$ cat src/rtl/row_norm_condition_estimate_defines.svh
// Assertion macros shared by the files that check this block.
// All of them sample on the rising edge of clock and are quiet while reset is high.
`ifndef ROW_NORM_CONDITION_ESTIMATE_DEFINES_SVH
`define ROW_NORM_CONDITION_ESTIMATE_DEFINES_SVH

// The consequent must hold in the same cycle as the antecedent.
`define RNCE_ASSERT_NOW(label, ante, cons, msg) \
   label: assert property (@(posedge clock) disable iff (reset) (ante) |-> (cons)) \
      else $error(msg);

// The consequent must hold in the cycle after the antecedent.
`define RNCE_ASSERT_NEXT(label, ante, cons, msg) \
   label: assert property (@(posedge clock) disable iff (reset) (ante) |=> (cons)) \
      else $error(msg);

`endif

$ cat src/rtl/rnce_pkg.sv
package rnce_pkg;

   // Row geometry. The request item always carries nine columns; only the
   // first NUM_AXES of them enter the norm.
   localparam int NUM_COLS  = 9;
   localparam int NUM_AXES  = 9;
   localparam int MAX_ROWS  = 9;
   localparam int COL_W     = 28;
   localparam int MAG_W     = COL_W;
   localparam int SQR_W     = 2 * MAG_W;
   localparam int NORM_W    = 58;

   // Squaring runs SQ_LANES multipliers over SQ_STEPS steps.
   localparam int SQ_LANES  = 3;
   localparam int SQ_STEPS  = (NUM_AXES + SQ_LANES - 1) / SQ_LANES;
   localparam int MAG_SLOTS = SQ_STEPS * SQ_LANES;

   // Ratio and root. The dividend is largest * 2^32, so the quotient is
   // DVD_W bits and its integer square root is half as wide.
   localparam int FRAC_SHIFT = 32;
   localparam int DVD_W      = NORM_W + FRAC_SHIFT;
   localparam int ROOT_W     = DVD_W / 2;
   localparam int RREM_W     = ROOT_W + 1;
   localparam int OUT_W      = 48;
   localparam int DIV_STEPS  = DVD_W;
   localparam int ROOT_STEPS = ROOT_W;
   localparam int CNT_W      = $clog2(DIV_STEPS);

   // Row counting.
   localparam int JC_W     = 4;
   localparam int ROWS_W   = 4;
   localparam int LIMIT_W  = $clog2(MAX_ROWS + 1);
   localparam int CMP_W    = (LIMIT_W > JC_W) ? LIMIT_W : JC_W;
   localparam int JC_RESET = 9;

   localparam logic [OUT_W-1:0] ONE_Q16 = OUT_W'(1) << 16;

   // Register file.
   localparam int DATA_W    = 32;
   localparam int PADDR_W   = 3;
   localparam int REG_IDX_W = 1;
   localparam logic [REG_IDX_W-1:0] REG_JOINT_COUNT   = 1'b0;
   localparam logic [REG_IDX_W-1:0] REG_IDENTITY_MODE = 1'b1;

   typedef struct packed {
      logic signed [COL_W-1:0] col_0;
      logic signed [COL_W-1:0] col_1;
      logic signed [COL_W-1:0] col_2;
      logic signed [COL_W-1:0] col_3;
      logic signed [COL_W-1:0] col_4;
      logic signed [COL_W-1:0] col_5;
      logic signed [COL_W-1:0] col_6;
      logic signed [COL_W-1:0] col_7;
      logic signed [COL_W-1:0] col_8;
   } req_type;

   typedef struct packed {
      logic [OUT_W-1:0] cond_estimate;
      logic             saturated;
   } rsp_type;

   typedef enum logic [2:0] {
      ST_IDLE,
      ST_SQUARE,
      ST_UPDATE,
      ST_FINISH,
      ST_DIVIDE,
      ST_ROOT,
      ST_RESULT
   } state_type;

   typedef enum logic [1:0] {
      RES_ROOT,
      RES_ZERO,
      RES_ONE
   } res_sel_type;

   typedef struct packed {
      logic        capture;
      logic        sq_en;
      logic        acc_en;
      logic        update;
      logic        div_load;
      logic        div_step;
      logic        root_step;
      logic        emit;
      res_sel_type res_sel;
   } ctrl_cmd_type;

   typedef struct packed {
      logic largest_zero;
   } dp_status_type;

endpackage

$ cat src/rtl/rnce_ctrl.sv
module rnce_ctrl (
   input  logic                     clock,
   input  logic                     reset,
   input  logic                     start,
   input  logic [rnce_pkg::JC_W-1:0] joint_count,
   input  logic                     identity_mode,
   input  rnce_pkg::dp_status_type  status,
   output logic                     busy,
   output rnce_pkg::ctrl_cmd_type   cmd
);
   import rnce_pkg::*;

   state_type         state_ff, state_in;
   logic [CNT_W-1:0]  cnt_ff, cnt_in;
   logic [ROWS_W-1:0] rows_seen_ff, rows_seen_in;
   logic [ROWS_W-1:0] rows_next;
   logic [CMP_W-1:0]  jc_ext, limit;
   logic              last_row;

   // A count of zero behaves as one, and a count above MAX_ROWS as MAX_ROWS.
   always_comb begin
      jc_ext = CMP_W'(joint_count);
      if (jc_ext == '0) begin
         limit = CMP_W'(1);
      end else if (jc_ext > CMP_W'(MAX_ROWS)) begin
         limit = CMP_W'(MAX_ROWS);
      end else begin
         limit = jc_ext;
      end
      rows_next = (rows_seen_ff != '1) ? rows_seen_ff + 1'b1 : rows_seen_ff;
      last_row  = CMP_W'(rows_next) >= limit;
   end

   always_comb begin
      state_in = state_ff;
      unique case (state_ff)
         ST_IDLE: begin
            if (start) state_in = ST_SQUARE;
         end
         ST_SQUARE: begin
            if (cnt_ff == CNT_W'(SQ_STEPS - 1)) state_in = ST_UPDATE;
         end
         ST_UPDATE: begin
            state_in = last_row ? ST_FINISH : ST_IDLE;
         end
         ST_FINISH: begin
            if (identity_mode || status.largest_zero) begin
               state_in = ST_RESULT;
            end else begin
               state_in = ST_DIVIDE;
            end
         end
         ST_DIVIDE: begin
            if (cnt_ff == CNT_W'(DIV_STEPS - 1)) state_in = ST_ROOT;
         end
         ST_ROOT: begin
            if (cnt_ff == CNT_W'(ROOT_STEPS - 1)) state_in = ST_RESULT;
         end
         ST_RESULT: begin
            state_in = ST_IDLE;
         end
         default: begin
            state_in = ST_IDLE;
         end
      endcase
   end

   // The step counter restarts whenever the state changes.
   always_comb begin
      cnt_in = '0;
      if (state_in == state_ff &&
          (state_ff == ST_SQUARE || state_ff == ST_DIVIDE || state_ff == ST_ROOT)) begin
         cnt_in = cnt_ff + 1'b1;
      end
      rows_seen_in = rows_seen_ff;
      if (state_ff == ST_UPDATE) begin
         rows_seen_in = rows_next;
      end else if (state_ff == ST_RESULT) begin
         rows_seen_in = '0;
      end
   end

   always_comb begin
      busy = state_ff != ST_IDLE;
      cmd  = '0;
      if (identity_mode) begin
         cmd.res_sel = RES_ONE;
      end else if (status.largest_zero) begin
         cmd.res_sel = RES_ZERO;
      end else begin
         cmd.res_sel = RES_ROOT;
      end
      unique case (state_ff)
         ST_IDLE:   cmd.capture   = start;
         ST_SQUARE: begin
            cmd.sq_en  = 1'b1;
            cmd.acc_en = cnt_ff != '0;
         end
         ST_UPDATE: cmd.update    = 1'b1;
         ST_FINISH: cmd.div_load  = 1'b1;
         ST_DIVIDE: cmd.div_step  = 1'b1;
         ST_ROOT:   cmd.root_step = 1'b1;
         ST_RESULT: cmd.emit      = 1'b1;
         default: ;
      endcase
   end

   always_ff @(posedge clock) begin
      if (reset) begin
         state_ff     <= ST_IDLE;
         cnt_ff       <= '0;
         rows_seen_ff <= '0;
      end else begin
         state_ff     <= state_in;
         cnt_ff       <= cnt_in;
         rows_seen_ff <= rows_seen_in;
      end
   end

endmodule

$ cat config.mk
export PLATFORM = sky130hd
export DESIGN_NAME = rnce_ctrl
export DESIGN_NICKNAME = d
export VERILOG_FILES = /design/src/rtl/row_norm_condition_estimate_defines.svh /design/src/rtl/rnce_pkg.sv /design/src/rtl/rnce_ctrl.sv
export SDC_FILE = /design/constraint.sdc
export NUM_CORES = 1
export LEC_CHECK = 0
export BUFFER_PORTS_ARGS = -buffer_cell sky130_fd_sc_hd__buf_4
export CAP_MARGIN = 20
export CORE_MARGIN = 2
export CORE_UTILIZATION = 56
export CTS_BUF_LIST = sky130_fd_sc_hd__clkbuf_8
export CTS_CLUSTER_SIZE = 30
export DETAILED_ROUTE_END_ITERATION = 10
export PLACE_DENSITY = 0.81
export SLEW_MARGIN = 15
export SYNTH_ARGS = -nofsm -noshare
export SYNTH_HDL_FRONTEND = slang
export SYNTH_SLANG_ARGS = --single-unit
$ cat constraint.sdc
create_clock -name clock -period 3 [get_ports clock]
set_input_delay 0.15 -clock clock [delete_from_list [all_inputs] [get_ports clock]]
set_output_delay 0.15 -clock clock [all_outputs]
set_load 0.01 [all_outputs]
==> out/qor.yml <==
yosys:
  synthFlopType: "dfxtp_1"
  ys_top_cells_by_count: "14 x dfxtp_1, 11 x nor2_1, 9 x ha_1, 9 x inv_1, 6 x nor4_1"
  syn-cell-area_sq_um: 961
  yosysTopAreaCell: "dfxtp_1"
  ys_warn_count: 0
  async_reset_ff_share_pct: 0
  syn_avg_cell_area_sq_um: 8.82
  yosysMostFrequentCell: "dfxtp_1"
  synth_top_area_share_pct: 29.2
  synth_nets: 127
  synth_edf_count: 0
  synth_area_leaders: "dfxtp_1 29%, ha_1 12%, nor2_1 4.3%, nor4_1 3.9%, xor2_1 3.6%"
  ys_seq_area_share_pct: 29.2
  ys_ff_latch: 14
  synth_cell_types: 40
  synthCells: 109
global_routing:
  grt_usage_pct: 22.6
  grt_pass1_wl_microns: 3450
  antenna_found_initial: 0
  grt_max_degree: 11
  first_global_vias: 820
  grt_overflow: 0
clock_network:
  cts_hold_buffers: 0
  numCtsBuffers: 3
  clockBufferDepth: 2
  ctsResizeCount: 0
  htreeDepth: 1
  clk_latency_ns: 0.24
  clock_sinks: 14
  clkTransAtPathRegs_ns: 0.06
  cts_setup_buffers: 0
  root_buffer: "clkbuf_8"
  cts_tree: "yes"
cells_and_area:
  diodes: 0
  synthToLayoutAreaGrowth_pct: 21.4
  nFillCells: 119
  fin_util_pct: 74.8
  final_nets: 149
  drive_gt1_share_pct: 24.6
power:
  intPower_mw: 0.329
  peakVddDrop_uv: 438
  power_frac_comb_pct: 11.4
  seq_power_share_pct: 45.6
  p_clk_share_pct: 42.9
  p_sw_share_pct: 21.5
  p_total_mw: 0.419
  p_leak_nw: 0.493
  pwr_density_cell_nw_per_um2: 359
  p_switching_mw: 0.0903
die:
  fp-row-count: 14
  dieHeight_microns: 45.4
  die_area_sq_um: 2060
  core_area_sq_um: 1560
  initial_core_util_pct: 61.6
  die_w_microns: 45.4
  num_io_pins: 20
worst_setup_path:
  crit_required_ns: 3.19
  start_kind: "flop"
  end_kind: "flop"
  crit_type: "flop to flop"
  cp_data_arrival_time_ns: 2.69
  crit_fanout: 8
timing:
  relSlewSlack_pct: 63.7
  final.setup.tns_ns: 0
  hold_viol_final: 0
  period_needed_ns: 2.50
  period_share_pct: 83.4
  worstMarginPinSlew_ns: 0.544
  setup_viol: 0
  rsz0062_at_grt: "false"
  clock_skew_ns: 0.00356
  clock.fmax_mhz: 400
  slew_viol_final: 0
routing:
  wire_per_inst_microns: 13.6
  routed_via_density: 5.74
  drc_errors: 0
  routed_wl_microns: 1980
  routed-via-count: 838
  detail-route-antenna-nets: 0
  drtIter0Drc: 5
  dr.pass1.iters: 4
place:
  io_buffers: 19
  gp_congestion: 0.772
  place_hpwl_microns: 1600
status:
  status: "finished, final reports clean"
hold_path:
  min_path_type: "input port to flop"
run:
  drv_cap: 0
-- flip-flops by register name, indices dropped and copies added (netlist names) --
| signal | flops |
|---|---|
| cnt_ff | 7 |
| rows_seen_ff | 4 |
| state_ff | 3 |
-- critical path: stages, from the launching register on --
cell and delay (ns):
dfxtp_1 0.41, ha_1 0.24, nand3_1 0.17, mux2_2 0.32, ha_1 0.28, o211ai_1 0.12, a2111oi_4 0.61, o221a_2 0.29
-- cell usage in the layout (no fill, tap or decap), types with 4 or more instances in the layout --
cell type / n
buf_4: 19
clkbuf_8: 4
dfxtp_1: 14
ha_1: 9
inv_1: 9
nand3_1: 4
nor2_1: 11
nor3_1: 4
nor4_1: 6
xor2_1: 4
-- path summary, 6_finish.rpt --
path | cells past startpoint | endpoint | slack [ns] | startpoint
worst max-delay path | 7 | state_ff[1]$_SDFF_PP0_ | 0.50 | rows_seen_ff[0]$_SDFFE_PP0P_
worst min-delay path | 2 | state_ff[2]$_SDFF_PP0_ | 0.12 | reset
worst max register to register | 7 | state_ff[1]$_SDFF_PP0_ | 0.50 | rows_seen_ff[0]$_SDFFE_PP0P_
worst min register to register | 2 | rows_seen_ff[0]$_SDFFE_PP0P_ | 0.56 | rows_seen_ff[0]$_SDFFE_PP0P_
-- cell families (layout without fill, tap and decap cells) --
family,after synthesis,after routing,share of synthesized area [%]
AOI/OAI and AO/OA,19,19,16.0
xor gates and xnor gates,6,6,5.47
adders and majority gates,9,9,11.7
buffers and inverters,11,32,4.82
DFF,14,14,29.2
muxes,1,1,1.17
and+or+nand+nor,49,49,31.6
-- power by group through the flow --
stage	logic (mW)	registers, mW	clock network [mW]
after CTS	0.0482	0.191	0.185
after detailed placement	0.0481	0.195	0
after floorplan	0.0264	0.194	0
after global routing	0.0530	0.192	0.192
final	0.0480	0.191	0.180
after global placement	0.0467	0.195	0
-- routing by layer --
layer	vias up	part of all wire (%)	track usage (%)
met5	-	0	0
met4	0	0	1.76
met3	0	2.6	5.95
met2	9	53	40.8
met1	385	45	27.6
li1	444	-	-
-- layout make-up --
| class | instances | area (sq um) | area share (%) |
|---|---|---|---|
| clock buffer | 4 | 55.1 | 4.72 |
| inverter | 9 | 33.8 | 2.90 |
| sequential | 14 | 280 | 24.0 |
| multi-input combinational | 84 | 634 | 54.4 |
| timing repair buffer | 19 | 143 | 12.2 |
| tap | 16 | 20.0 | 1.72 |
-- per-stage QoR --
step | hold slack, ns | instance area [sq um] | std cells | setup slack (ns)
6_report | 0.122 | 1170 | 146 | 0.498
5_1_grt | 0.115 | 1170 | 146 | 0.316
4_1_cts | 0.118 | 1170 | 146 | 0.480
3_5_place_dp | 0.381 | 1110 | 142 | 0.505
3_3_place_gp | 0.377 | 1110 | 142 | 0.623
2_1_floorplan | 0.219 | 961 | 109 | 0.728
No activity file was read; power rests on OpenSTA's default activity.
